[src/gcdlcm_pkg.sv]
// Shared payload types for the GCD/LCM block.
`timescale 1ns / 1ps

package gcdlcm_pkg;

  localparam int unsigned GCDLCM_OPND_W = 32;
  localparam int unsigned GCDLCM_DIV_W  = 32;
  localparam int unsigned GCDLCM_MUL_W  = 64;

  typedef struct packed {
    logic [GCDLCM_OPND_W-1:0] first_operand;
    logic [GCDLCM_OPND_W-1:0] second_operand;
  } gcdlcm_in_t;

  typedef struct packed {
    logic [GCDLCM_DIV_W-1:0] divisor;
    logic [GCDLCM_MUL_W-1:0] multiple;
    logic                    zero_operand_error;
  } gcdlcm_out_t;

endpackage

[src/gcd_lcm_subtractive.sv]
// GCD and LCM of an operand pair through a shared subtract/shift sequencer.
//
// Usage: an input beat on in_valid/in_ready carries two unsigned operands,
// of which the low OPERAND_WIDTH bits are used. One result beat follows on
// out_valid/out_ready with the greatest common divisor, the least common
// multiple and an error flag that is set, with both results 0, when either
// operand is zero. One pair is in work at a time; in_ready is high only
// while the sequencer is idle.
// Steps: a zero operand goes straight to the result register. Otherwise
// common factors of two are removed, the subtract/shift reduction runs
// (data dependent), the first operand is divided by the divisor one
// quotient bit a cycle, the quotient is multiplied by the second operand,
// and the result register is loaded. The shared subtractor sets the
// pace.
// The result register parts the channels: the next pair is taken while a
// result still waits. A pair that finishes while the receiver stalls holds
// in its last step until the result register frees.
// Reset: rst_n low at a clock edge empties the result register and returns
// the sequencer to idle.
`timescale 1ns / 1ps

module gcd_lcm_subtractive #(
  parameter int unsigned OPERAND_WIDTH = 32
) (
  input  logic                    clk,
  input  logic                    rst_n,
  input  logic                    in_valid,
  output logic                    in_ready,
  input  gcdlcm_pkg::gcdlcm_in_t  in_data,
  output logic                    out_valid,
  input  logic                    out_ready,
  output gcdlcm_pkg::gcdlcm_out_t out_data
);

  import gcdlcm_pkg::*;

  localparam int unsigned W  = OPERAND_WIDTH;
  localparam int unsigned CW = $clog2(W + 1);

  typedef enum logic [5:0] {
    ST_IDLE   = 6'b000001,
    ST_STRIP  = 6'b000010,
    ST_REDUCE = 6'b000100,
    ST_DIVIDE = 6'b001000,
    ST_MULT   = 6'b010000,
    ST_FINISH = 6'b100000
  } state_t;

  state_t          state_r, state_nxt;
  logic [W-1:0]    a_r, a_nxt;
  logic [W-1:0]    b_r, b_nxt;
  logic [CW-1:0]   k_r, k_nxt;
  logic [CW-1:0]   cnt_r, cnt_nxt;
  logic [W-1:0]    g_r, g_nxt;
  logic [W-1:0]    quot_r, quot_nxt;
  logic [W-1:0]    opb_r, opb_nxt;
  logic [2*W-1:0]  prod_r, prod_nxt;
  logic            err_r, err_nxt;
  logic            out_valid_r, out_valid_nxt;
  gcdlcm_out_t     out_data_r, out_data_nxt;

  logic [W-1:0]    in_a, in_b;
  logic            a_gt;
  logic [W:0]      op_x, op_y, diff;
  logic            ge;
  logic [W:0]      shifted;

  assign in_a     = in_data.first_operand[W-1:0];
  assign in_b     = in_data.second_operand[W-1:0];
  assign in_ready = (state_r == ST_IDLE);
  assign out_valid = out_valid_r;
  assign out_data  = out_data_r;

  assign a_gt    = (a_r > b_r);
  assign shifted = {a_r, quot_r[W-1]};

  always_comb begin
    if (state_r == ST_DIVIDE) begin
      op_x = shifted;
      op_y = {1'b0, g_r};
    end else if (a_gt) begin
      op_x = {1'b0, a_r};
      op_y = {1'b0, b_r};
    end else begin
      op_x = {1'b0, b_r};
      op_y = {1'b0, a_r};
    end
  end

  assign diff = op_x - op_y;
  assign ge   = (op_x >= op_y);

  always_comb begin
    state_nxt     = state_r;
    a_nxt         = a_r;
    b_nxt         = b_r;
    k_nxt         = k_r;
    cnt_nxt       = cnt_r;
    g_nxt         = g_r;
    quot_nxt      = quot_r;
    opb_nxt       = opb_r;
    prod_nxt      = prod_r;
    err_nxt       = err_r;
    out_valid_nxt = out_valid_r;
    out_data_nxt  = out_data_r;

    if (out_valid_r && out_ready) begin
      out_valid_nxt = 1'b0;
    end

    case (state_r)
      ST_IDLE: begin
        if (in_valid) begin
          a_nxt    = in_a;
          b_nxt    = in_b;
          quot_nxt = in_a;
          opb_nxt  = in_b;
          k_nxt    = '0;
          if ((in_a == '0) || (in_b == '0)) begin
            err_nxt   = 1'b1;
            state_nxt = ST_FINISH;
          end else begin
            err_nxt   = 1'b0;
            state_nxt = ST_STRIP;
          end
        end
      end
      ST_STRIP: begin
        if (!a_r[0] && !b_r[0]) begin
          a_nxt = a_r >> 1;
          b_nxt = b_r >> 1;
          k_nxt = k_r + CW'(1);
        end else begin
          state_nxt = ST_REDUCE;
        end
      end
      ST_REDUCE: begin
        if (a_r == b_r) begin
          g_nxt     = a_r << k_r;
          a_nxt     = '0;
          cnt_nxt   = CW'(W);
          state_nxt = ST_DIVIDE;
        end else if (!a_r[0]) begin
          a_nxt = a_r >> 1;
        end else if (!b_r[0]) begin
          b_nxt = b_r >> 1;
        end else if (a_gt) begin
          a_nxt = diff[W-1:0];
        end else begin
          b_nxt = diff[W-1:0];
        end
      end
      ST_DIVIDE: begin
        a_nxt    = ge ? diff[W-1:0] : shifted[W-1:0];
        quot_nxt = {quot_r[W-2:0], ge};
        cnt_nxt  = cnt_r - CW'(1);
        if (cnt_r == CW'(1)) begin
          state_nxt = ST_MULT;
        end
      end
      ST_MULT: begin
        prod_nxt  = quot_r * opb_r;
        state_nxt = ST_FINISH;
      end
      ST_FINISH: begin
        if (!out_valid_r || out_ready) begin
          out_valid_nxt = 1'b1;
          out_data_nxt.zero_operand_error = err_r;
          out_data_nxt.divisor  = err_r ? '0 : GCDLCM_DIV_W'(g_r);
          out_data_nxt.multiple = err_r ? '0 : GCDLCM_MUL_W'(prod_r);
          state_nxt = ST_IDLE;
        end
      end
      default: begin
        state_nxt = ST_IDLE;
      end
    endcase
  end

  always_ff @(posedge clk) begin
    if (!rst_n) begin
      state_r     <= ST_IDLE;
      out_valid_r <= 1'b0;
    end else begin
      state_r     <= state_nxt;
      out_valid_r <= out_valid_nxt;
    end
  end

  always_ff @(posedge clk) begin
    a_r        <= a_nxt;
    b_r        <= b_nxt;
    k_r        <= k_nxt;
    cnt_r      <= cnt_nxt;
    g_r        <= g_nxt;
    quot_r     <= quot_nxt;
    opb_r      <= opb_nxt;
    prod_r     <= prod_nxt;
    err_r      <= err_nxt;
    out_data_r <= out_data_nxt;
  end

endmodule
[config.mk]
export PLATFORM = sky130hd
export DESIGN_NAME = gcd_lcm_subtractive
export DESIGN_NICKNAME = d
export VERILOG_FILES = /design/src/gcdlcm_pkg.sv /design/src/gcd_lcm_subtractive.sv
export SDC_FILE = /design/constraint.sdc
export NUM_CORES = 2
export LEC_CHECK = 0
export BUFFER_PORTS_ARGS = -buffer_cell sky130_fd_sc_hd__buf_4
export CORE_ASPECT_RATIO = 1.5
export CORE_MARGIN = 2
export CORE_UTILIZATION = 55
export DETAILED_ROUTE_END_ITERATION = 16
export PLACE_DENSITY = 0.72
export SLEW_MARGIN = 10
export SYNTH_ARGS = -nofsm -noshare
export SYNTH_HDL_FRONTEND = slang
export SYNTH_SLANG_ARGS = --single-unit
[constraint.sdc]
create_clock -name clk -period 18.3 [get_ports clk]
set_clock_uncertainty 0.05 [all_clocks]
set_input_delay 3.66 -clock clk [delete_from_list [all_inputs] [get_ports clk]]
set_output_delay 3.66 -clock clk [all_outputs]
set_load 0.05 [all_outputs]
=== After elaboration in Yosys (flattened, before gate mapping) ===
Index checks and enable logic that the tools add are counted.

* Reduce and logical (&&, ||, !) cells: 25
* Shifts and indexed selects: 1
* Eq/ne operators: 19
* Muxes and demuxes: 36
* $lt $le $gt $ge: 2
* Add/subtract/negate cells: 3
* Multipliers: 1

{| class="wikitable"
|+ Operator list
! operator !! count
|-
| 32-bit 2-to-1 mux || 16
|-
| 32-bit case mux with 4 select lines || 1
|-
| 32-bit case mux with 3 select lines || 1
|-
| 32-bit logical NOT || 2
|-
| 32-bit by 32-bit multiplier with 64-bit output || 1
|-
| 32-bit case mux with 2 select lines || 1
|-
| 6-bit 2-to-1 mux || 9
|-
| 6-bit case mux with 6 select lines || 1
|-
| 33-bit greater-or-equal comparator || 1
|-
| 33-bit 2-to-1 mux || 1
|-
| 32-bit equality test || 1
|-
| 32-bit greater-than comparator || 1
|-
| 32-bit by 6-bit left shift with 32-bit output || 1
|-
| 32-bit subtractor || 1
|-
| 6-bit case mux with 2 select lines || 2
|-
| 5-bit AND reduction || 3
|-
| 2-bit inequality test, second input constant || 7
|-
| 6-bit by 1-bit equality test with 1-bit output, second input constant || 2
|-
| 2-bit AND reduction || 5
|-
| 4-bit inequality test, second input constant || 2
|-
| 6-bit by 1-bit adder with 6-bit output, second input constant || 1
|-
| 6-bit by 2-bit equality test with 1-bit output, second input constant || 1
|-
| 6-bit by 3-bit equality test with 1-bit output, second input constant || 1
|-
| 6-bit by 4-bit equality test with 1-bit output, second input constant || 1
|-
| 14 further kinds || 24
|}

* Output and inout bits: 99
* Register bits after elaboration: 341
* Bits of input ports: 68

=== Longest topological paths before layout ===
* Depth in word-level cells: 9
* Gate-level depth with buffers: 27
* Gate-level depth less buffers: 25

=== Worst setup path after synthesis ===
OpenSTA, ideal clock, no wires.

* Path kind: input-to-reg
* Start: input out_ready
* End: register out_data_r (netlist bit out_data[0]), enable pin
* Stages on the path: 2
* Required time: 17.686 ns
* Slack: 9.610 ns
* Buffers on the path: 0
* Library setup time: 0.564 ns
* Arrival time: 8.076 ns
* Path through: nand2b_1 nor2b_1

* Word-level cells in the longest chain between the ends: 2

{| class="wikitable"
|+ RTL lines
! what !! RTL line !! source
|-
| start: declaration || gcd_lcm_subtractive.sv:31 || <nowiki>input logic out_ready,</nowiki>
|-
| 1-bit logical OR || gcd_lcm_subtractive.sv:166 || <nowiki>if (!out_valid_r || out_ready) begin</nowiki>
|-
| 2-bit AND reduction (no line) || -- ||
|-
| end signal: assignment || gcd_lcm_subtractive.sv:200 || <nowiki>out_data_r <= out_data_nxt;</nowiki>
|-
| end: declaration || gcd_lcm_subtractive.sv:60 || <nowiki>gcdlcm_out_t out_data_r, out_data_nxt;</nowiki>
|}

Every way passes these cells.
A chain may end at the register's enable or synchronous reset.

=== Final worst setup path ===
* Start: register quot_r[7]
* End: register prod_r[61], data pin

* Word-level cells in the longest chain between the ends: 1

{| class="wikitable"
|+ RTL lines
! what !! RTL line !! source
|-
| start: declaration || gcd_lcm_subtractive.sv:55 || <nowiki>logic [W-1:0] quot_r, quot_nxt;</nowiki>
|-
| start signal: assignment || gcd_lcm_subtractive.sv:196 || <nowiki>quot_r <= quot_nxt;</nowiki>
|-
| 32-bit by 32-bit multiplier with 64-bit output || gcd_lcm_subtractive.sv:162 || <nowiki>prod_nxt = quot_r * opb_r;</nowiki>
|-
| end signal: assignment || gcd_lcm_subtractive.sv:198 || <nowiki>prod_r <= prod_nxt;</nowiki>
|-
| end: declaration || gcd_lcm_subtractive.sv:57 || <nowiki>logic [2*W-1:0] prod_r, prod_nxt;</nowiki>
|}

Every way passes these cells.

==> impl_metrics.csv <==
group,metric,value,unit
place,portBuffers,166,
synthesis,ys_seq_area_share,19.4,%
clock_tree,cts_buffers,37,
critical_path,critPathBufInv,4,
clock_tree,cts_buffer_depth,3,
detailed_routing,drt-wirelength-per-cell,25.4,microns
synthesis,yosysTopAreaCell,"fa_1",
global_route,grt_pass1_vias,43300,
timing,worst_pin_slew,1.30,ns
floorplanning,dieWidth,256,microns
hold_path,holdPathEnd,"out_data[57]",
layout,layout-drive-gt1-share,6.87,%
timing,final-setup-viol-count,0,
timing,slew_headroom,13.1,%
synthesis,syn_nets,6758,
clock_tree,htreeDepth,2,
critical_path,crit_type,"register to register",
detailed_routing,vias,40100,
place,dp_worst_setup_slack,9.26,ns
critical_path,max_stage_delay,0.82,ns
run_status,outcome,"complete, no violations",
detailed_routing,via_per_inst,5.96,
place,routabilityCongestion,1.02,
place,place_area,0.0547,sq mm
critical_path,reg2reg_setup_slack,9.02,ns
critical_path,crit_path_frequent_cell,"fa_1",
critical_path,startpoint,"quot_r[7]",
layout,fillers,8216,
critical_path,cp.required,18.74,ns
layout,synthToLayoutAreaGrowth,6.89,%
clock_tree,cts_tree,"built",
synthesis,async_reset_ff_share,0,%
detailed_routing,drt_iter0_markers,3275,
critical_path,slowest_stage,"edfxtp_1",
run,maxCapViolations,0,
layout,nNetsFinal,6728,
detailed_routing,first_pass_iters,6,
detailed_routing,final_antenna_net_count,0,
clock_tree,path_clk_slew,0.06,ns
hold_path,hp-class,"register to register",
critical_path,cp.depth,23,
hold_path,hold_start,"prod_r[56]",
floorplanning,coreArea,0.0943,sq mm
global_route,grt_antenna_before_repair,10,
timing,tns,0,ns
clock_tree,clock_sinks,341,
clock_tree,cts_setup_buffers,0,
floorplanning,io_pins,167,
place,post-dp-hpwl,131,mm
critical_path,end_kind,"register",
synthesis,synthFlopType,"edfxtp_1",
synthesis,synthMostInstantiatedCell,"inv_1",
synthesis,ys_warn_count,0,
timing,min_period_over_period,50.7,%
global_route,grt_max_degree,99,
timing,fin_crit,9.28,ns
critical_path,r2r-start,"quot_r[7]",
layout,stdcell_area,0.0559,sq mm
clock_tree,cts-root-buf,"clkbuf_16",
synthesis,synth_area_leaders,"fa_1 34%, edfxtp_1 19%, ha_1 7.9%",
synthesis,syn_area,0.0523,sq mm
floorplanning,start_util,55.5,%
global_route,grt-ovfl-total,0,
clock_tree,cts.repair.resized,0,
detailed_routing,totalWireLength,171,mm
critical_path,crit_family,"adder cells",
clock_tree,hold_buffers,0,
critical_path,crit_path_start_kind,"register",
global_route,grt_pass1_wl,257,mm
synthesis,synth.distinct_cells,83,
timing,fin_ws,9.02,ns
timing,clock.fmax,108,MHz
critical_path,worstPathCellList,"buf_4 > and2_1 > fa_1 > fa_1 > inv_1 > fa_1 > fa_1 > fa_1 > inv_1 > fa_1 > fa_1 > fa_1 > ha_1 > a21oi_1 > o21ai_0 > a2111oi_0 > a211oi_1 > buf_4 > o21ai_0 > o21ai_1 > o21ai_1 > mux2_1 > nand4_1",
synthesis,synth_top_area_share,34.3,%
hold_path,holdPathStages,1,
timing,final-hold-violation-count,0,
floorplanning,rows,138,
synthesis,postSynthAreaPerCell,9.58,sq um
synthesis,synth_cells,5461,
timing,whs,0.482,ns
synthesis,synth-edff-count,334,
synthesis,synth_common_cells,"932 x inv_1, 897 x fa_1, 673 x nand2_1, 607 x and2_1, 334 x edfxtp_1",
timing,rsz0062_at_grt,"no",
critical_path,critPathMaxFanout,21,
clock_tree,clk_latency,0.63,ns
critical_path,worstReg2RegEnd,"prod_r[61]",
critical_path,critical_path_arrival,9.72,ns
global_route,grt_usage,35.4,%
floorplanning,die_area,0.0977,sq mm
timing,slew_violations,0,
detailed_routing,drc,0,
critical_path,reg2reg_depth,23,
synthesis,ys_ff_latch,341,
floorplanning,die_y,382,microns
==> registers in the layout, indices dropped and copies added (netlist names) <==
| register | flops |
|---|---|
| a_r | 32 |
| b_r | 32 |
| cnt_r | 6 |
| err_r | 1 |
| g_r | 32 |
| k_r | 6 |
| opb_r | 32 |
| out_data | 97 |
| out_valid | 1 |
| prod_r | 64 |
| quot_r | 32 |
| state_r | 6 |
==> per-stage QoR <==
stage          utilization, %  cells
2_1_floorplan               -   5461
3_3_place_gp             58.0   6651
3_5_place_dp             58.0   6652
4_1_cts                  59.3   6719
5_1_grt                  59.3   6719
6_report                 59.3   6720
==> kinds of logic (layout without fill, tap and decap cells) <==
kind of cell    count (synthesis)  count (layout)  share of synthesized area, %
other cells                     0               1                             0
xor+xnor                       94              94                          1.57
fa+ha+maj                    1229            1229                          42.2
compound gates                644             644                          7.90
flops                         341             341                          19.4
mux                           104             104                          2.51
simple gates                 1790            1790                          17.3
buf+inv                      1259            1257                          9.09
==> cell type report <==
type | instances | area, sq um | share of cell area [%]
Antenna cell | 1 | 2.50 | 0.00447
Clock buffer | 40 | 958 | 1.71
Tap cell | 1260 | 1580 | 2.82
Inverter | 934 | 3510 | 6.27
Timing Repair Buffer | 256 | 1940 | 3.47
Clock inverter | 27 | 312 | 0.557
Sequential cell | 341 | 10200 | 18.2
Multi-Input combinational cell | 3861 | 37500 | 67.0
==> per-layer routing <==
layer / global-route usage [%] / up-vias / routed length, microns
met4: 32.1 / 4 / 19400
met5: 0 / - / 26
li1: - / 17100 / -
met1: 37.3 / 19900 / 54000
met2: 60.8 / 2183 / 83300
met3: 6.17 / 839 / 14000
==> worst max-delay path by stage <==
| stage | to | slack, ns |
|---|---|---|
| floorplan | out_data[0] | 9.61 |
| global placement | prod_r[61] | 9.06 |
| detailed placement | prod_r[61] | 9.26 |
| CTS | prod_r[61] | 9.23 |
| global route | prod_r[59] | 8.86 |
| finish | prod_r[61] | 9.02 |
==> placed cells by master (no fill, tap or decap), types with 15 or more instances in the layout <==
cell type | netlist | layout
nor3_1 | 19 | 18
nand4_1 | 40 | 40
o21bai_1 | 15 | 15
fa_1 | 897 | 897
mux4_2 | 21 | 21
edfxtp_1 | 334 | 334
nand2_1 | 673 | 673
o21ai_0 | 102 | 101
nand3_1 | 29 | 29
clkbuf_16 | 0 | 38
nor4_1 | 23 | 23
nor2b_1 | 118 | 117
xor2_1 | 33 | 33
a222oi_1 | 21 | 21
o21a_1 | 16 | 15
ha_1 | 332 | 332
a211oi_1 | 19 | 19
a22oi_1 | 20 | 20
and2_1 | 607 | 607
o21ai_1 | 32 | 31
nor2_1 | 198 | 196
buf_4 | 4 | 255
a21oi_1 | 237 | 237
inv_1 | 932 | 932
xnor2_1 | 61 | 61
a21o_1 | 62 | 62
and3_1 | 16 | 16
mux2i_1 | 74 | 74
Power is not shown: default switching activity piles up to over one toggle a cycle in this logic, so the estimate is an artifact.
